## src/rtl/nrdiv_pkg.sv

```systemverilog
// Shared types and constants for the pipelined non-restoring unsigned divider.
// Used by every module of the divider; depends on nothing else.
package nrdiv_pkg;

   localparam int unsigned NRDIV_FIELD_W = 64;
   localparam int unsigned NRDIV_WIDTH   = 64;

   typedef struct packed {
      logic valid;
      logic zero_div;
   } nrdiv_ctl_type;

endpackage

```

## src/rtl/nrdiv_fixup.sv

```systemverilog
// Final correction of the non-restoring remainder, the zero-divisor override
// and the output register of the divider. Depends on nrdiv_pkg.
module nrdiv_fixup
   import nrdiv_pkg::*;
#(
   parameter int unsigned WIDTH = NRDIV_WIDTH
) (
   input  logic                clock,
   input  logic                reset,
   input  logic                advance,
   input  nrdiv_ctl_type       ctl_i,
   input  logic [WIDTH+1:0]    part_i,
   input  logic [WIDTH-1:0]    quot_i,
   input  logic [WIDTH-1:0]    dsor_i,
   input  logic [WIDTH-1:0]    dend_i,
   output nrdiv_ctl_type       ctl_o,
   output logic [WIDTH-1:0]    quot_o,
   output logic [WIDTH-1:0]    rem_o
);

   nrdiv_ctl_type     ctl_ff;
   logic [WIDTH-1:0]  quot_ff, quot_in;
   logic [WIDTH-1:0]  rem_ff, rem_in;
   logic [WIDTH+1:0]  fixed;

   always_comb begin
      if (part_i[WIDTH+1]) begin
         fixed = part_i + {2'b00, dsor_i};
      end else begin
         fixed = part_i;
      end
      if (ctl_i.zero_div) begin
         quot_in = '0;
         rem_in  = dend_i;
      end else begin
         quot_in = quot_i;
         rem_in  = fixed[WIDTH-1:0];
      end
   end

   always_ff @(posedge clock) begin
      if (reset) begin
         ctl_ff <= '0;
      end else if (advance) begin
         ctl_ff <= ctl_i;
      end
   end

   always_ff @(posedge clock) begin
      if (advance) begin
         quot_ff <= quot_in;
         rem_ff  <= rem_in;
      end
   end

   assign ctl_o  = ctl_ff;
   assign quot_o = quot_ff;
   assign rem_o  = rem_ff;

endmodule

```

## config.mk

```make
export PLATFORM = sky130hd
export DESIGN_NAME = nrdiv_fixup
export DESIGN_NICKNAME = d
export VERILOG_FILES = /design/src/rtl/nrdiv_pkg.sv /design/src/rtl/nrdiv_fixup.sv
export SDC_FILE = /design/constraint.sdc
export NUM_CORES = 1
export LEC_CHECK = 0
export ABC_AREA = 1
export BUFFER_PORTS_ARGS = -buffer_cell sky130_fd_sc_hd__buf_2
export CAP_MARGIN = 20
export CORE_MARGIN = 2
export CORE_UTILIZATION = 30
export CTS_CLUSTER_DIAMETER = 40
export DETAILED_ROUTE_END_ITERATION = 10
export PLACE_DENSITY = 0.59
export SLEW_MARGIN = 20
export SYNTH_ARGS = -nofsm -noshare
export SYNTH_HDL_FRONTEND = slang
export SYNTH_SLANG_ARGS = --single-unit
```

## constraint.sdc

```tcl
create_clock -name clock -period 3.8 [get_ports clock]
set_input_delay 0 -clock clock [delete_from_list [all_inputs] [get_ports clock]]
set_output_delay 0 -clock clock [all_outputs]
set_load 0.02 [all_outputs]
```

==> flow_summary.ini <==
[sta]
rsz0062_at_grt = no
max_slew.worst_pin.slew_ns = 0.799
relSlewSlack_pct = 46.6
finalHoldViolCount = 0
period_needed_ns = 2.63
fin_crit_sh_pct = 69.3
setup_violations = 0
drv_slew = 0
fmax_ghz = 0.380
tns_ns = 0
fin_hold_ws_ns = 0.0422
fin_skew_ns = 0

[synth]
ys_seq_elements = 130
ys_types = 27
netlist_instances = 1872
synth_warnings = 0
syn_area_um2 = 11600
synth_nets = 2199
syn_area_per_cell_um2 = 6.20
synth_seq_area_share_pct = 33.5

[cells_and_area]
nets = 2769
final_area_um2 = 16600
syn2layout_area_growth_pct = 43.3
final_cells = 2976
final_cell_mix = 727 x nand2_1, 388 x buf_2, 387 x inv_1, 258 x nor2_1, 189 x dlygate4sd3_1
final_common_cell = nand2_1
drive_gt1_share_pct = 19.1

[power_and_ir_drop]
netSwitchingPower_w = 0.00190
p_leak_nw = 9.21
peakVddDrop_v = 0.000330
seq_power_share_pct = 33.2
combPwrFrac_pct = 34.9
clkPwrFrac_pct = 31.9
internal-power_w = 0.00342
swShare_pct = 35.7
power_density_nw_per_um2 = 320

[global_route]
grt_pass1_wl_um = 72500
grt_start_max_net_pins = 70
grt_pass1_vias = 13000
grt_antenna_before_repair = 5
grt_remaining_overflow = 0
grt.total_usage_pct = 23.5

[setup_path]
crit_path_end_kind = flop
slowest_delay_ns = 0.54
crit_slowest_cell = dlygate4sd3_1
rrSetupSlack_ns = 2.56
reg2regPathDepth = 3
crit_fanout = 4
cp_common_cell = nand2_1
critPathRequiredTime_ns = 4.00
crit_chain = buf_2 -> ha_1 -> fa_1 -> nand3_1 -> nand3_2 -> nand2_1 -> nand2_1 -> nand2_1 -> nand3_1 -> nand2_1 -> nand3_1 -> nand2_1 -> nand3_1 -> nand2_1 -> nand2_1 -> dlygate4sd3_1
path_class = primary input to flop
cp-start-kind = primary input
arrival_ns = 2.84

[route]
wl_per_cell_um = 15.8
drt_pass1_iterations = 5
drc = 0
vias = 13000
wl_um = 46900
vias_per_cell = 4.37
ant_nets = 0
drt_first_iter_violations = 719

[die]
die_x_um = 201
dieArea_um2 = 40300
start_util_pct = 30.2
fp.dieH_um = 201
coreArea_um2 = 38400
num_rows = 72
io_pins = 393

[place]
gp_congestion = 0.882
portBuffers = 391
dp.cells = 2752
place_area_um2 = 14200
dpl.hpwl_um = 37100

[min_path]
hold_depth = 5
hold_class = primary input to flop

[clocking]
clockRootBuffer = clkbuf_16
cts_made_buffers = 17
cts_setup_buffers = 0
cts.path.max_buffers = 2
cts.sinks = 130
htreeDepth = 4
clk_latency_ns = 0.44
cts_tree = built
path_clk_slew_ns = 0.06

[run]
cap_violations = 0

[outcome]
status = complete, no violations
-- critical path, delay by kind of cell --
kind / cells / cell delay [ns]
AND/OR/NAND/NOR: 12 / 1.48
adder cells (fa/ha/maj): 2 / 0.71
buffers and inverters: 2 / 0.65
-- kinds of logic (layout without fill, tap and decap cells) --
| family | Yosys count | count (layout) | synth area share, % |
|---|---|---|---|
| AO/OA/AOI/OAI | 120 | 120 | 5.35 |
| adder cells (fa/ha/maj) | 64 | 64 | 6.96 |
| XOR/XNOR | 30 | 30 | 2.26 |
| AND/OR/NAND/NOR | 1106 | 1106 | 38.3 |
| other | 0 | 3 | 0 |
| flip-flops | 130 | 130 | 33.5 |
| buffers and inverters | 422 | 1005 | 13.7 |
-- cell usage after synthesis --
cell type / instances / area [um2]
fa_1: 1 / 20.0
edfxtp_1: 128 / 3840
buf_1: 2 / 7.51
a211oi_1: 2 / 15.0
ha_1: 63 / 788
o21bai_1: 2 / 15.0
clkinv_1: 2 / 7.51
nand2_1: 727 / 2730
xnor2_1: 17 / 149
nor2_2: 12 / 75.1
o211ai_1: 4 / 30.0
nand2_2: 14 / 87.6
clkbuf_1: 27 / 101
nor3_2: 7 / 70.1
xor2_1: 13 / 114
nor3_1: 8 / 40.0
inv_1: 387 / 1450
nor4_2: 2 / 25.0
a21oi_1: 55 / 275
o21ai_1: 16 / 80.1
nand3_2: 9 / 90.1
buf_2: 4 / 20.0
nand4_1: 11 / 68.8
nor2_1: 258 / 968
o21ai_0: 41 / 205
nand3_1: 58 / 290
dfxtp_1: 2 / 40.0
-- final timing paths --
check / start / to
max: part_i[0] / rem_o[54]
min: part_i[36] / rem_o[36]
max reg2reg: ctl_o[1] / ctl_o[1]
min reg2reg: ctl_o[0] / ctl_o[0]
-- what timing repair did --
item | CTS | global route
hold buffers | 189 | 0
resized for setup | 0 | 0
hold endpoints to repair | 130 | 0
-- per-stage QoR --
step	total power, W	util [%]	setup slack [ns]
2_1_floorplan	0.00281	-	2.02
3_3_place_gp	0.00344	36.9	1.28
3_5_place_dp	0.00345	36.9	1.25
4_1_cts	0.00537	43.3	1.22
5_1_grt	0.00563	43.3	1.04
6_report	0.00532	43.4	1.17
-- sequential cells by signal, indices dropped and copies added, names as in the netlist --
name and cells:
quot_o 64, rem_o 64, ctl_o 2
-- power by group through the flow --
| stage | registers [W] | logic (W) | clock network, W |
|---|---|---|---|
| 5_1_grt | 0.00178 | 0.00206 | 0.00179 |
| 3_5_place_dp | 0.00179 | 0.00165 | 0 |
| 6_report | 0.00177 | 0.00186 | 0.00170 |
| 2_1_floorplan | 0.00197 | 0.000837 | 0 |
| 4_1_cts | 0.00176 | 0.00186 | 0.00175 |
| 3_3_place_gp | 0.00179 | 0.00165 | 0 |
-- cell type report --
| class | instances | area, um2 |
|---|---|---|
| Inverter | 389 | 1460 |
| Timing Repair Buffer | 584 | 3920 |
| Multi-Input combinational cell | 1320 | 6140 |
| Clock inverter | 14 | 155 |
| Clock buffer | 18 | 429 |
| Fill cell | 4070 | 21700 |
| Sequential cell | 130 | 3880 |
| Tap cell | 518 | 648 |
| Antenna cell | 3 | 7.51 |
-- layer usage --
layer / routed length (um) / GRT usage [%] / vias to the layer above
li1: - / - / 6803
met1: 22100 / 31.0 / 5799
met2: 21800 / 39.8 / 349
met3: 2220 / 4.19 / 40
met4: 742 / 5.90 / 6
met5: 37 / 0 / -
(Power assumes the default switching activity.)
