[src/rtl/nrdiv_pkg.sv]
// Shared types and constants for the pipelined non-restoring unsigned divider.
// Used by every module of the divider; depends on nothing else.
package nrdiv_pkg;

   localparam int unsigned NRDIV_FIELD_W = 64;
   localparam int unsigned NRDIV_WIDTH   = 64;

   typedef struct packed {
      logic valid;
      logic zero_div;
   } nrdiv_ctl_type;

endpackage

[src/rtl/nrdiv_stage.sv]
// One registered step of non-restoring division: shift, add or subtract the divisor
// according to the sign of the partial remainder, and take one quotient bit.
// Depends on nrdiv_pkg.
module nrdiv_stage
   import nrdiv_pkg::*;
#(
   parameter int unsigned WIDTH = NRDIV_WIDTH
) (
   input  logic                clock,
   input  logic                reset,
   input  logic                advance,
   input  nrdiv_ctl_type       ctl_i,
   input  logic [WIDTH+1:0]    part_i,
   input  logic [WIDTH-1:0]    quot_i,
   input  logic [WIDTH-1:0]    dsor_i,
   input  logic [WIDTH-1:0]    dend_i,
   output nrdiv_ctl_type       ctl_o,
   output logic [WIDTH+1:0]    part_o,
   output logic [WIDTH-1:0]    quot_o,
   output logic [WIDTH-1:0]    dsor_o,
   output logic [WIDTH-1:0]    dend_o
);

   nrdiv_ctl_type     ctl_ff;
   logic [WIDTH+1:0]  part_ff, part_in, shifted;
   logic [WIDTH-1:0]  quot_ff, quot_in;
   logic [WIDTH-1:0]  dsor_ff;
   logic [WIDTH-1:0]  dend_ff;

   always_comb begin
      shifted = {part_i[WIDTH:0], quot_i[WIDTH-1]};
      if (part_i[WIDTH+1]) begin
         part_in = shifted + {2'b00, dsor_i};
      end else begin
         part_in = shifted - {2'b00, dsor_i};
      end
      quot_in = {quot_i[WIDTH-2:0], ~part_in[WIDTH+1]};
   end

   always_ff @(posedge clock) begin
      if (reset) begin
         ctl_ff <= '0;
      end else if (advance) begin
         ctl_ff <= ctl_i;
      end
   end

   always_ff @(posedge clock) begin
      if (advance) begin
         part_ff <= part_in;
         quot_ff <= quot_in;
         dsor_ff <= dsor_i;
         dend_ff <= dend_i;
      end
   end

   assign ctl_o  = ctl_ff;
   assign part_o = part_ff;
   assign quot_o = quot_ff;
   assign dsor_o = dsor_ff;
   assign dend_o = dend_ff;

endmodule

[config.mk]
export PLATFORM = sky130hd
export DESIGN_NAME = nrdiv_stage
export DESIGN_NICKNAME = d
export VERILOG_FILES = /design/src/rtl/nrdiv_pkg.sv /design/src/rtl/nrdiv_stage.sv
export SDC_FILE = /design/constraint.sdc
export NUM_CORES = 1
export LEC_CHECK = 0
export BUFFER_PORTS_ARGS = -buffer_cell sky130_fd_sc_hd__buf_2
export CORE_AREA = 2 2 204 206
export DETAILED_ROUTE_END_ITERATION = 12
export DIE_AREA = 0 0 206 208
export PLACE_DENSITY_LB_ADDON = 0.3
export SYNTH_ARGS = -nofsm -noshare
export SYNTH_HDL_FRONTEND = slang
export SYNTH_SLANG_ARGS = --single-unit
export TNS_END_PERCENT = 10
[constraint.sdc]
create_clock -name clock -period 7.28 [get_ports clock]
set_clock_uncertainty 0.2 [all_clocks]
set_input_delay 1.82 -clock clock [delete_from_list [all_inputs] [get_ports clock]]
set_output_delay 1.82 -clock clock [all_outputs]
set_load 0.01 [all_outputs]
==> results.ini, run 1 <==
[synth]
ys.warnings.count = 0
synth_top_area_share_pct = 58.9
ys_top_cells_by_count = 258 x edfxtp_1, 113 x a21oi_1, 81 x nor2_1
synth_top_family_by_area = compound AO/OA/AOI/OAI gates
synth-compound-area-share_pct = 13.5
yosysTopAreaCell = edfxtp_1
synthCells = 1087
synth_flop_cell = edfxtp_1
synth.top_cells.by_area = edfxtp_1 59%, ha_1 6.3%, xor2_1 4.7%
synth_most_common_cell = edfxtp_1
synth.distinct_cells = 61
muxShareOfSynthArea_pct = 0.428
synth_xor_area_share_pct = 7.93
yosys_register_bits = 260
yosys.area_share.adder_pct = 6.43
ys_seq_area_share_pct = 59.2
synth-async-reset-ratio_pct = 0
synth_nets = 1417
avgSynthCellArea_um2 = 12.1
syn_area_um2 = 13100
synthSimpleGateAreaFrac_pct = 10.9
synth_edf_count = 258

[pwr]
seq_power_share_pct = 41.6
vdd_drop_max_v = 0.000169
p_per_area_nw_per_um2 = 257
p_sw_share_pct = 29.5
combPwrFrac_pct = 23.9
p_int_w = 0.00325
p_leak_nw = 7.59
p_clk_share_pct = 34.6
switching_power_w = 0.00136

[clock_tree]
htreeDepth = 1
insertion_delay_ns = 0.58
clk_path_buf_depth = 3
cts_root_buf = clkbuf_16
cts_tree = yes
cts_setup_buffers = 0
clkTransAtPathRegs_ns = 0.06
post_cts_resized = 0
hold_buffers = 0
clock_sinks = 260
cts_inserted_buffers = 30

[setup_path]
setup.worst_path.class = primary input to flip-flop
required_ns = 7.41
end_kind = flip-flop
critPathLaunchType = primary input
cp.arrival_ns = 7.02
cp_max_fo = 7

[floorplan]
fp.dieH_um = 208
die-area_um2 = 42800
initial_core_util_pct = 32.4
io_pins = 523
die_x_um = 206
coreArea_um2 = 40600
num_rows = 74

[detailed_routing]
viasPerCell = 5.01
routed_wl_um = 46100
ant_nets = 0
drcViolationCount = 0
drt_iter0_markers = 616
route.vias.total = 11200
first_pass_iters = 5
wl_per_cell_um = 20.6

[outcome]
outcome = finished, final reports clean

[layout]
fill_cells = 3866
final_area_um2 = 17900
nets = 2011
area_growth_syn_to_layout_pct = 36.1
post-route-util_pct = 44.1
drive_above_1_share_pct = 38.4

[placement]
place_area_um2 = 16800
port_buffers = 522
gp_congestion = 0.927
place_hpwl_um = 37600

[grt]
grt_max_degree = 112
grt_pass1_vias = 11000
grt_overflow = 0
track_usage_pct = 20.5
grt_pass1_wl_um = 66500
antenna_found_initial = 7

[timing]
finalCritPeriodShare_pct = 94.6
slew_headroom_pct = 44.7
setup_violations = 0
period_needed_ns = 6.89
max_freq_ghz = 0.145
maxSlewViolCount = 0
final_hold_viol_count = 0
worstMarginPinSlew_ns = 0.830
rsz0062_at_grt = false

[worst_hold_path]
worstHoldPathType = flip-flop to flip-flop

[job]
maxCapViolCount = 0

==> critical path, cell delays in order <==
cell and delay, ns:
buf_2 0.12, or4_1 0.58, or3_2 0.47, or3_4 0.39, buf_4 0.15, nor3_1 0.25, buf_4 0.20, and2_1 0.18
nor2_1 0.06, xnor2_1 0.19, ha_1 0.27, buf_4 0.17, nand4_1 0.16, inv_1 0.07, a2111oi_0 0.47, buf_4 0.20
o21ai_0 0.09, a31oi_1 0.31, o41ai_1 0.15, o21ai_0 0.38, a31oi_1 0.15, xor2_1 0.16
==> per-layer routing <==
layer	vias to the layer above	track usage, %	part of all wire, %
met5	-	0	0.14
met4	10	5.15	2.6
met3	57	5.20	7.9
met2	434	35.3	49
met1	5392	25.5	41
li1	5322	-	-
==> worst paths after layout <==
kind / cells past startpoint / startpoint / to / slack [ns]
worst max-delay path: 22 / dsor_i[13] / part_o[58] / 0.39
worst max register to register: 2 / ctl_o[0] / ctl_o[0] / 6.49
worst min register to register: 2 / ctl_o[1] / ctl_o[1] / 0.30
worst min-delay path: 2 / ctl_o[1] / ctl_o[1] / 0.30
==> cells by family (layout without fill, tap and decap cells) <==
family,count (synthesis),count (layout)
other,0,1
and+or+nand+nor,288,288
buffers and inverters,55,672
DFF,260,260
muxes,5,5
xor gates and xnor gates,119,119
adders and majority gates,67,67
AOI/OAI and AO/OA,293,293
==> layout make-up <==
| type | instances | area, µm² | area share (%) |
|---|---|---|---|
| Timing Repair Buffer | 587 | 3120 | 17.5 |
| Clock inverter | 22 | 284 | 1.59 |
| Tap cell | 532 | 666 | 3.72 |
| Inverter | 30 | 113 | 0.629 |
| Sequential cell | 260 | 7790 | 43.5 |
| Antenna cell | 1 | 2.50 | 0.0140 |
| Clock buffer | 33 | 762 | 4.26 |
| Multi-Input combinational cell | 772 | 5150 | 28.8 |
==> power groups by stage <==
stage          Clock (W)  Sequential [W]  Combinational [W]
2_1_floorplan          0         0.00204           0.000476
3_3_place_gp           0         0.00194            0.00110
3_5_place_dp           0         0.00195            0.00110
4_1_cts          0.00164         0.00192            0.00111
5_1_grt          0.00169         0.00193            0.00120
6_report         0.00159         0.00191            0.00110
==> registers in the layout, indices dropped and copies added (netlist names) <==
signal,flops
ctl_o,2
dend_o,64
quot_o,64
part_o,66
dsor_o,64
==> cells in the final DEF, fill, tap and decap left out, types with 5 or more instances in the layout <==
cell        instances
nand4_1            24
buf_4              64
xnor2_1            49
nor2_1             81
nand2_1            65
nand3_1            11
buf_2             521
nor4_1             13
o21a_1             12
o31ai_1             7
a2111oi_0           5
or2_2               5
o21ai_0            63
edfxtp_1          258
clkinvlp_4          6
nand2b_1            7
a211oi_1            8
a21oi_1           113
and3_1              8
ha_1               66
a21o_1             20
bufinv_16           5
inv_1              29
xor2_1             70
nor3_1             33
clkbuf_16          30
and2_1              8
or3_1              10
a31oi_1            22
o21bai_1           19
clkinv_1            6
==> per-stage QoR <==
stage                     instances  setup TNS (ns)  hold WS, ns  setup WS [ns]  power (W)
after floorplan                1087               0        0.328          0.465    0.00251
after detailed placement       2181          -0.398        0.290         -0.189    0.00305
final                          2237               0        0.300          0.391    0.00461
after global routing           2236               0        0.325         0.0252    0.00482
after CTS                      2236               0        0.305          0.437    0.00466
after global placement         2181          -0.106        0.272        -0.0584    0.00304
Power figures use the tool's default switching activity.
==> run 2, diff against run 1 <==
- MAX_ROUTING_LAYER: unset -> met4
- RECOVER_POWER: unset -> 50
- clock period: 7.28 -> 7.4 ns (I/O delays scaled with it)
==> results.ini, run 2 (synthesis results as in run 1) <==
[outcome]
outcome = finished, violations left
violations = max-capacitance violations, max-slew violations

[floorplan]
num_rows = 74
initial_core_util_pct = 32.4
coreArea_um2 = 40600
fp.dieH_um = 208
io_pins = 523
die-area_um2 = 42800
die_x_um = 206

[clock_tree]
cts_root_buf = clkbuf_16
htreeDepth = 1
clock_sinks = 260
post_cts_resized = 0
cts_setup_buffers = 0
clk_path_buf_depth = 3
clkTransAtPathRegs_ns = 0.06
insertion_delay_ns = 0.58
cts_inserted_buffers = 30
hold_buffers = 0
cts_tree = yes

[timing]
final_hold_viol_count = 0
finalCritPeriodShare_pct = 94.3
worstMarginPinSlew_ns = 4.83
maxSlewViolCount = 103
max_freq_ghz = 0.143
setup_violations = 0
rsz0062_at_grt = false
period_needed_ns = 6.98
slew_headroom_pct = -222
fin_ws_ns = 0.424

[placement]
gp_congestion = 0.915
place_area_um2 = 16700
port_buffers = 522
place_hpwl_um = 37800
pre_cts_ws_ns = -0.137

[detailed_routing]
routed_wl_um = 46600
drcViolationCount = 0
viasPerCell = 5.02
ant_nets = 0
drt_iter0_markers = 738
route.vias.total = 11200
first_pass_iters = 5
wl_per_cell_um = 20.9

[pwr]
p_leak_nw = 7.36
vdd_drop_max_v = 0.000194
p_per_area_nw_per_um2 = 256

[grt]
grt_pass1_vias = 11300
antenna_found_initial = 5
track_usage_pct = 21.5
grt_overflow = 0
grt_max_degree = 104
grt_pass1_wl_um = 67900

[setup_path]
timing.rr.start = ctl_o[1]
setup.worst_path.class = primary input to flip-flop
cp_max_fo = 5
critPathLaunchType = primary input
required_ns = 7.54
r2r_end = ctl_o[1]
rr_worst_depth = 2
cp.arrival_ns = 7.12
rrSetupSlack_ns = 6.53
end_kind = flip-flop

[worst_hold_path]
min_to = ctl_o[0]
min_path_cells = 2
worstHoldPathType = flip-flop to flip-flop
min_from = ctl_o[0]

[layout]
drive_above_1_share_pct = 33.4
fill_cells = 3955
multiInputGateArea_um2 = 5150
nets = 1997
final_area_um2 = 17700
largest_reg_flops = 66
area_growth_syn_to_layout_pct = 34.6
register_area_um2 = 7790
layout_common_cells = 450 x buf_2, 258 x edfxtp_1, 113 x a21oi_1, 81 x nor2_1, 78 x clkbuf_1
final_common_cell = buf_2

[job]
maxCapViolCount = 1

[run 2: cell types whose count changed in the layout (fill, tap and decap cells not counted), sizes merged]
cell	change
buf	-87
clkbuf	+75
clkinvlp	-6
diode	+4
clkinv	+2
bufinv	+1
dlymetal6s4s	+1
[run 2: how the worst max path moves through the flow]
stage,startpoint,to,slack (ns),cells past startpoint
after floorplan,dsor_i[13],part_o[65],0.55,16
after global routing,dsor_i[13],part_o[65],0.18,17
after CTS,dsor_i[13],part_o[65],0.49,17
after detailed placement,dsor_i[13],part_o[65],-0.14,17
after global placement,dsor_i[13],part_o[65],-0.05,17
final,dsor_i[13],part_o[65],0.42,17
[run 2: per-layer routing]
layer  up-vias  track usage [%]  wire [µm]
li1       5322                -          -
met1      5365             25.9      19000
met2       436             36.8      23000
met3        49             4.56       3510
met4         0             4.68        990
met5         -                -          0
[run 2: layout make-up]
class | count | share of cell area (%)
Sequential cell | 260 | 44.0
Tap cell | 532 | 3.76
Multi-Input combinational cell | 772 | 29.1
Antenna cell | 5 | 0.0707
Clock buffer | 36 | 4.37
Inverter | 30 | 0.636
Clock inverter | 19 | 1.54
Timing Repair Buffer | 573 | 16.5
[run 2: worst max-delay path, cell delays in order]
cell and delay, ns:
clkbuf_1 0.12, or4_1 0.59, or3_2 0.49, or3_4 0.42
nor2_1 0.24, a21oi_1 0.13, xor2_1 0.16, ha_1 0.30
nand4_1 0.13, or3_1 0.43, or4b_2 0.68, o31ai_1 0.42
o21ai_0 0.27, a21oi_1 0.28, o21ai_0 0.21, o21a_1 0.24
and2_1 0.13
[run 2: report_power, final]
part,switching (W),internal [W],total (W)
Combinational,0.000652,0.000421,0.00107
Clock,0.000622,0.000956,0.00158
Sequential,0.0000473,0.00184,0.00189
Total,0.00132,0.00322,0.00454
[run 2: per-stage QoR]
step / hold slack, ns / TNS, ns / total power [W] / util, % / instances
finish: 0.301 / 0 / 0.00454 / 43.6 / 2227
global route: 0.330 / 0 / 0.00475 / 43.6 / 2226
CTS: 0.305 / 0 / 0.00460 / 43.9 / 2222
detailed placement: 0.291 / -0.329 / 0.00300 / 41.3 / 2167
global placement: 0.272 / -0.0513 / 0.00299 / 41.3 / 2167
floorplan: 0.328 / 0 / 0.00247 / - / 1087
==> run 3, diff against run 2 <==
- clock period: 7.4 -> 6.79 ns (I/O delays scaled with it)
==> results.ini, run 3 (synthesis results as in run 1) <==
[pwr]
p_leak_nw = 7.94
p_per_area_nw_per_um2 = 266
vdd_drop_max_v = 0.000191
power_w = 0.00495

[clock_tree]
clk_path_buf_depth = 3
clock_sinks = 260
cts_root_buf = clkbuf_16
cts_inserted_buffers = 31
cts_tree = yes
insertion_delay_ns = 0.59
cts_setup_buffers = 0
htreeDepth = 1
clkTransAtPathRegs_ns = 0.06

[placement]
place_area_um2 = 17700
pre_cts_ws_ns = -0.527
port_buffers = 522
place_hpwl_um = 38800
gp_congestion = 0.942
placed_cells = 2293

[outcome]
violations = max-capacitance violations, max-slew violations
outcome = finished, violations left

[timing]
period_needed_ns = 6.59
hold_slack_ns = 0.298
final_hold_viol_count = 0
setup_violations = 0
maxSlewViolCount = 214
rsz0062_at_grt = false
worstMarginPinSlew_ns = 3.01
slew_headroom_pct = -100
finalCritPeriodShare_pct = 97.1
max_freq_ghz = 0.152
fin_ws_ns = 0.200

[layout]
nets = 2124
final_area_um2 = 18600
drive_above_1_share_pct = 38.8
layout_common_cells = 468 x buf_2, 258 x edfxtp_1, 165 x buf_4, 113 x a21oi_1, 81 x nor2_1
fin_cells = 2357
final_common_cell = buf_2
area_growth_syn_to_layout_pct = 41.2
largest_reg_flops = 66

[grt]
grt_pass1_vias = 11400
grt_max_degree = 118
antenna_found_initial = 8
grt_overflow = 0
track_usage_pct = 21.7
grt_pass1_wl_um = 68400

[job]
maxCapViolCount = 2

[floorplan]
fp.dieH_um = 208
initial_core_util_pct = 32.4
io_pins = 523
die_x_um = 206
num_rows = 74
coreArea_um2 = 40600
die-area_um2 = 42800

[worst_hold_path]
worstHoldPathType = flip-flop to flip-flop

[detailed_routing]
drcViolationCount = 0
route.vias.total = 11500
first_pass_iters = 5
ant_nets = 0
drt_iter0_markers = 647
wl_per_cell_um = 20.1
viasPerCell = 4.90
routed_wl_um = 47400

[setup_path]
critPathLaunchType = primary input
setup.worst_path.class = primary input to flip-flop
required_ns = 6.94
cp.arrival_ns = 6.74
cp_max_fo = 4
end_kind = flip-flop

-- run 3: repair_timing --
| action | 4_1_cts | 5_1_grt |
|---|---|---|
| endpoints found under the hold margin | 0 | 0 |
| endpoints found under the setup margin | 0 | 10 |
| hold buffers | 0 | 0 |
| resized for setup | 0 | 7 |
-- run 3: worst max-delay path: stages --
cell	delay (ns)
buf_2	0.13
or4_1	0.56
or3_2	0.46
or3_4	0.38
nor2_1	0.11
buf_4	0.14
a21oi_1	0.07
xor2_1	0.15
ha_1	0.31
nand4_1	0.13
or3_1	0.40
or4b_2	0.68
o31ai_2	0.35
o21ai_0	0.24
a21oi_1	0.30
o21ai_0	0.24
o21a_1	0.24
and2_1	0.13
-- run 3: routing by layer --
| layer | routed length, µm | global-route usage [%] | vias to the layer above |
|---|---|---|---|
| li1 | - | - | 5568 |
| met5 | 0 | - | - |
| met3 | 3640 | 4.92 | 80 |
| met4 | 1630 | 7.27 | 0 |
| met2 | 22700 | 36.1 | 444 |
| met1 | 19400 | 26.0 | 5457 |
-- run 3: layout make-up --
type	count	area, µm²
antenna	7	17.5
clock buffer	35	791
fill	3889	22000
timing repair buffer	699	3830
tap	532	666
multi-input combinational	772	5170
sequential	260	7790
inverter	30	113
clock inverter	22	185
-- run 3: power by group --
| part | switching, W | internal (W) | total [W] |
|---|---|---|---|
| sequential | 0.0000508 | 0.00200 | 0.00206 |
| combinational | 0.000735 | 0.000549 | 0.00128 |
| clock | 0.000690 | 0.000916 | 0.00161 |
| total | 0.00148 | 0.00347 | 0.00495 |
-- run 3: path summary, 6_finish.rpt --
| path | startpoint | end | slack [ns] | cells past startpoint |
|---|---|---|---|---|
| worst max register to register | ctl_o[0] | ctl_o[0] | 5.97 | 2 |
| worst min register to register | ctl_o[1] | ctl_o[1] | 0.30 | 2 |
| worst min-delay path | ctl_o[1] | ctl_o[1] | 0.30 | 2 |
| worst max-delay path | dsor_i[13] | part_o[65] | 0.20 | 18 |
-- run 3: per-stage QoR --
step	utilization, %	TNS (ns)
2_1_floorplan	-	0
3_3_place_gp	43.6	-4.06
3_5_place_dp	43.6	-6.10
4_1_cts	46.0	0
5_1_grt	45.8	0
6_report	45.8	0
